===== src/sv/efht_ram.sv =====
`timescale 1ns / 1ps

module efht_ram #(
  parameter int WIDTH = 8,
  parameter int DEPTH = 16,
  localparam int AW   = $clog2(DEPTH)
) (
  input  logic             clk,
  input  logic             we,
  input  logic [AW-1:0]    waddr,
  input  logic [WIDTH-1:0] wdata,
  input  logic [AW-1:0]    raddr,
  output logic [WIDTH-1:0] rdata
);

  logic [WIDTH-1:0] mem [DEPTH];

  // One write port and one read port with registered read data.
  always_ff @(posedge clk) begin
    if (we) begin
      mem[waddr] <= wdata;
    end
    rdata <= mem[raddr];
  end

endmodule


===== config.mk =====
export PLATFORM = sky130hd
export DESIGN_NAME = efht_ram
export DESIGN_NICKNAME = d
export VERILOG_FILES = /design/src/sv/efht_ram.sv
export SDC_FILE = /design/constraint.sdc
export NUM_CORES = 1
export LEC_CHECK = 0
export ABC_AREA = 1
export ABC_CLOCK_PERIOD_IN_PS = 1300
export BUFFER_PORTS_ARGS = -buffer_cell sky130_fd_sc_hd__buf_4
export CAP_MARGIN = 20
export CORE_ASPECT_RATIO = 0.75
export CORE_MARGIN = 2
export CORE_UTILIZATION = 35
export CTS_BUF_LIST = sky130_fd_sc_hd__clkbuf_4
export DETAILED_ROUTE_END_ITERATION = 8
export GPL_TIMING_DRIVEN = 0
export PLACE_DENSITY = 0.55
export SKIP_LAST_GASP = 1
export SYNTH_ARGS = -nofsm -noshare
export SYNTH_HDL_FRONTEND = slang
export SYNTH_SLANG_ARGS = --single-unit

===== constraint.sdc =====
create_clock -name clk -period 1.3 [get_ports clk]
set_clock_uncertainty 0.15 [all_clocks]
set_input_delay 0.065 -clock clk [delete_from_list [all_inputs] [get_ports clk]]
set_output_delay 0.065 -clock clk [all_outputs]
set_load 0.01 [all_outputs]

==> flow_metrics.env <==
export IMPL_wire_per_inst_um=17.8
export IMPL_grt_max_degree=17
export IMPL_synth_top_area_share_pct=66.7
export IMPL_comb_power_share_pct=8.2
export IMPL_syn_nets=569
export IMPL_cp_num_buf_inv=3
export IMPL_worstPathCellList="dlygate4sd3_1 > buf_2 > buf_2 > nand3_1 > nand3_1 > nand3_1 > nand2_1"
export IMPL_setup_viol=0
export IMPL_tritoncts="done"
export IMPL_yosys_area_top_type="edfxtp_1"
export IMPL_clkPwrFrac_pct=36.7
export IMPL_startpoint_type="input port"
export IMPL_reg2reg_depth=6
export IMPL_final_common_cell="nand2_1"
export IMPL_gp_congestion=0.893
export IMPL_synthTopCellsByArea="edfxtp_1, nand2_1, nand3_1"
export IMPL_fin_cells=830
export IMPL_hold_path_class="in2reg"
export IMPL_grt_pass1_wl_mm=22.5
export IMPL_firstDrtPassIters=7
export IMPL_outcome="completed"
export IMPL_worst_hold_slack_ns=0.0155
export IMPL_worstSkewPairLatency_ns=0.55
export IMPL_slowest_stage="dlygate4sd3_1"
export IMPL_timing_rr_end="rdata[5]$_DFF_P_"
export IMPL_post_route_min_period_ns=1.30
export IMPL_crit_top_cell="nand3_1"
export IMPL_dpl_hpwl_mm=9.79
export IMPL_port_buffers=22
export IMPL_diodes=0
export IMPL_die_area_mm2=0.0175
export IMPL_synth_distinct_cells=12
export IMPL_final_nets=625
export IMPL_cts_clk_slew_worst_paths_ns=0.11
export IMPL_gr_total_overflow=0
export IMPL_track_usage_pct=17.8
export IMPL_die_w_um=152
export IMPL_route_detailed_drc=0
export IMPL_ys_seq_area_share_pct=69.4
export IMPL_ioPinCount=26
export IMPL_maxSlewHeadroom_pct=35.9
export IMPL_num_rows=40
export IMPL_placed_area_mm2=0.00619
export IMPL_hold_path_end="rdata[2]$_DFF_P_"
export IMPL_place_inst=783
export IMPL_hold_viol_final=0
export IMPL_cts_max_level=4
export IMPL_mostFrequentLayoutCells="nand2_1, edfxtp_1, inv_1"
export IMPL_slew_viol_final=0
export IMPL_cts_root_buf="clkbuf_4"
export IMPL_antenna_found_initial=0
export IMPL_finalSetupTns_ns=0
export IMPL_area_growth_pct=16.2
export IMPL_drive_gt1_share_pct=12.7
export IMPL_cap_violations=0
export IMPL_clock_fmax_mhz=771
export IMPL_worstPathMaxFanout=10
export IMPL_switching_share_pct=22.8
export IMPL_switching_power_mw=2.04
export IMPL_die_h_um=115
export IMPL_max_stage_delay_ns=0.52
export IMPL_core_area_mm2=0.0161
export IMPL_hp_start="raddr[2]"
export IMPL_drt_initial_drc_count=287
export IMPL_start_util_pct=35.9
export IMPL_grt_pass1_vias=3682
export IMPL_via_per_inst=4.68
export IMPL_post_cts_setup_buffers=0
export IMPL_syn_area_mm2=0.00577
export IMPL_wl_mm=14.8
export IMPL_cts_buffers_inserted=17
export IMPL_vias=3882
export IMPL_drtAntennaViolNets=0
export IMPL_cts_buffer_depth=2
export IMPL_p_total_mw=8.93
export IMPL_timing_worst_setup_path_type="in2reg"
export IMPL_vdd_drop_max_uv=988
export IMPL_worst_ep_required_time_ns=1.63
export IMPL_power_density_mw_per_mm2=1330
export IMPL_syn_inst=551
export IMPL_crit_path_end_kind="register"
export IMPL_tightestPinTransition_ns=0.958
export IMPL_hold_depth=5
export IMPL_leakage_nw=2.87
export IMPL_fin_area_mm2=0.00670
export IMPL_synth_avg_cell_area_um2=10.5
export IMPL_p_int_mw=6.89
export IMPL_cts_num_sinks=136
export IMPL_cts_hold_buffers=15
export IMPL_r2r_start="mem[10][5]$_DFFE_PP_"
export IMPL_p_seq_share_pct=55.1
export IMPL_arrival_ns=1.63
export IMPL_ff2ff_setup_slack_ns=0.07
export IMPL_critPathTopFamily="buffers and inverters"
export IMPL_ys_ff_latch=136
export IMPL_rsz0062_at_grt="no"
export IMPL_yosysWarnings=0
export IMPL_fin_crit_sh_pct=99.7
worst max path at each step:
| stage | slack (ns) | endpoint | cells past startpoint | from |
|---|---|---|---|---|
| 2_1_floorplan | 0.13 | mem[10][0]$_DFFE_PP_ | 2 | waddr[2] |
| 3_3_place_gp | -0.42 | mem[4][3]$_DFFE_PP_ | 3 | waddr[3] |
| 3_5_place_dp | -0.46 | mem[4][5]$_DFFE_PP_ | 3 | waddr[3] |
| 4_1_cts | 0.03 | rdata[5]$_DFF_P_ | 8 | raddr[1] |
| 5_1_grt | 0.002 | rdata[4]$_DFF_P_ | 6 | mem[3][4]$_DFFE_PP_ |
| 6_report | 0.004 | rdata[5]$_DFF_P_ | 7 | raddr[1] |
cell families (layout without fill, tap and decap cells):
| logic type | after synthesis | after routing | share of synthesized area, % |
|---|---|---|---|
| buf+inv | 126 | 195 | 9.52 |
| flops | 136 | 136 | 69.4 |
| simple gates | 289 | 289 | 21.0 |
stage by stage:
stage | utilization (%) | worst slack [ns]
6_report | 41.7 | 0.00382
3_5_place_dp | 38.6 | -0.464
3_3_place_gp | 38.6 | -0.424
2_1_floorplan | - | 0.134
4_1_cts | 41.7 | 0.0258
5_1_grt | 41.7 | 0.00198
layout make-up:
cell class                 instances  area (um2)
buffer                            24         169
timing repair buffer              37         315
sequential                       136        4000
multi-input combinational        289        1220
tap                              210         263
clock inverter                    13         204
inverter                         102         383
clock buffer                      19         143
fill                            1554        9370
Yosys cell counts:
library cell / instances
nand2_1: 173
edfxtp_1: 128
inv_1: 100
nand3_1: 97
nor2_1: 17
buf_2: 13
dfxtp_1: 8
buf_6: 6
buf_4: 4
inv_2: 2
nand3b_1: 2
buf_1: 1
flip-flops by register name, summed over array words and instances (netlist names):
name and cells:
rdata 8, mem 128
layer usage:
metal	global-route usage, %	share of wire [%]	vias to the layer above
met5	0	0	-
met4	4.42	0.95	0
met3	5.47	6.6	13
met2	26.2	43	126
met1	25.8	50	1854
li1	-	-	1889
worst reg2reg max path, stage by stage (launching register included):
cell and delay, ns:
edfxtp_1 0.39, inv_1 0.07, nand2_1 0.05, nand3_1 0.15
nand3_1 0.09, nand3_1 0.14, nand2_1 0.09
power by group through the flow:
stage                     combinational [mW]  clock [mW]  sequential (mW)
after floorplan                        0.346           0             5.03
after global placement                 0.684           0             5.02
after detailed placement               0.692           0             5.02
after CTS                              0.734        3.34             4.92
after global routing                   0.808        3.52             4.93
final                                  0.733        3.28             4.92
repair_timing:
| item | 4_1_cts | 5_1_grt |
|---|---|---|
| resized for setup | 0 | 2 |
| endpoints found under the hold margin | 169 | 12 |
| endpoints found under the setup margin | 0 | 4 |
No activity file was read; power rests on OpenSTA's default activity.
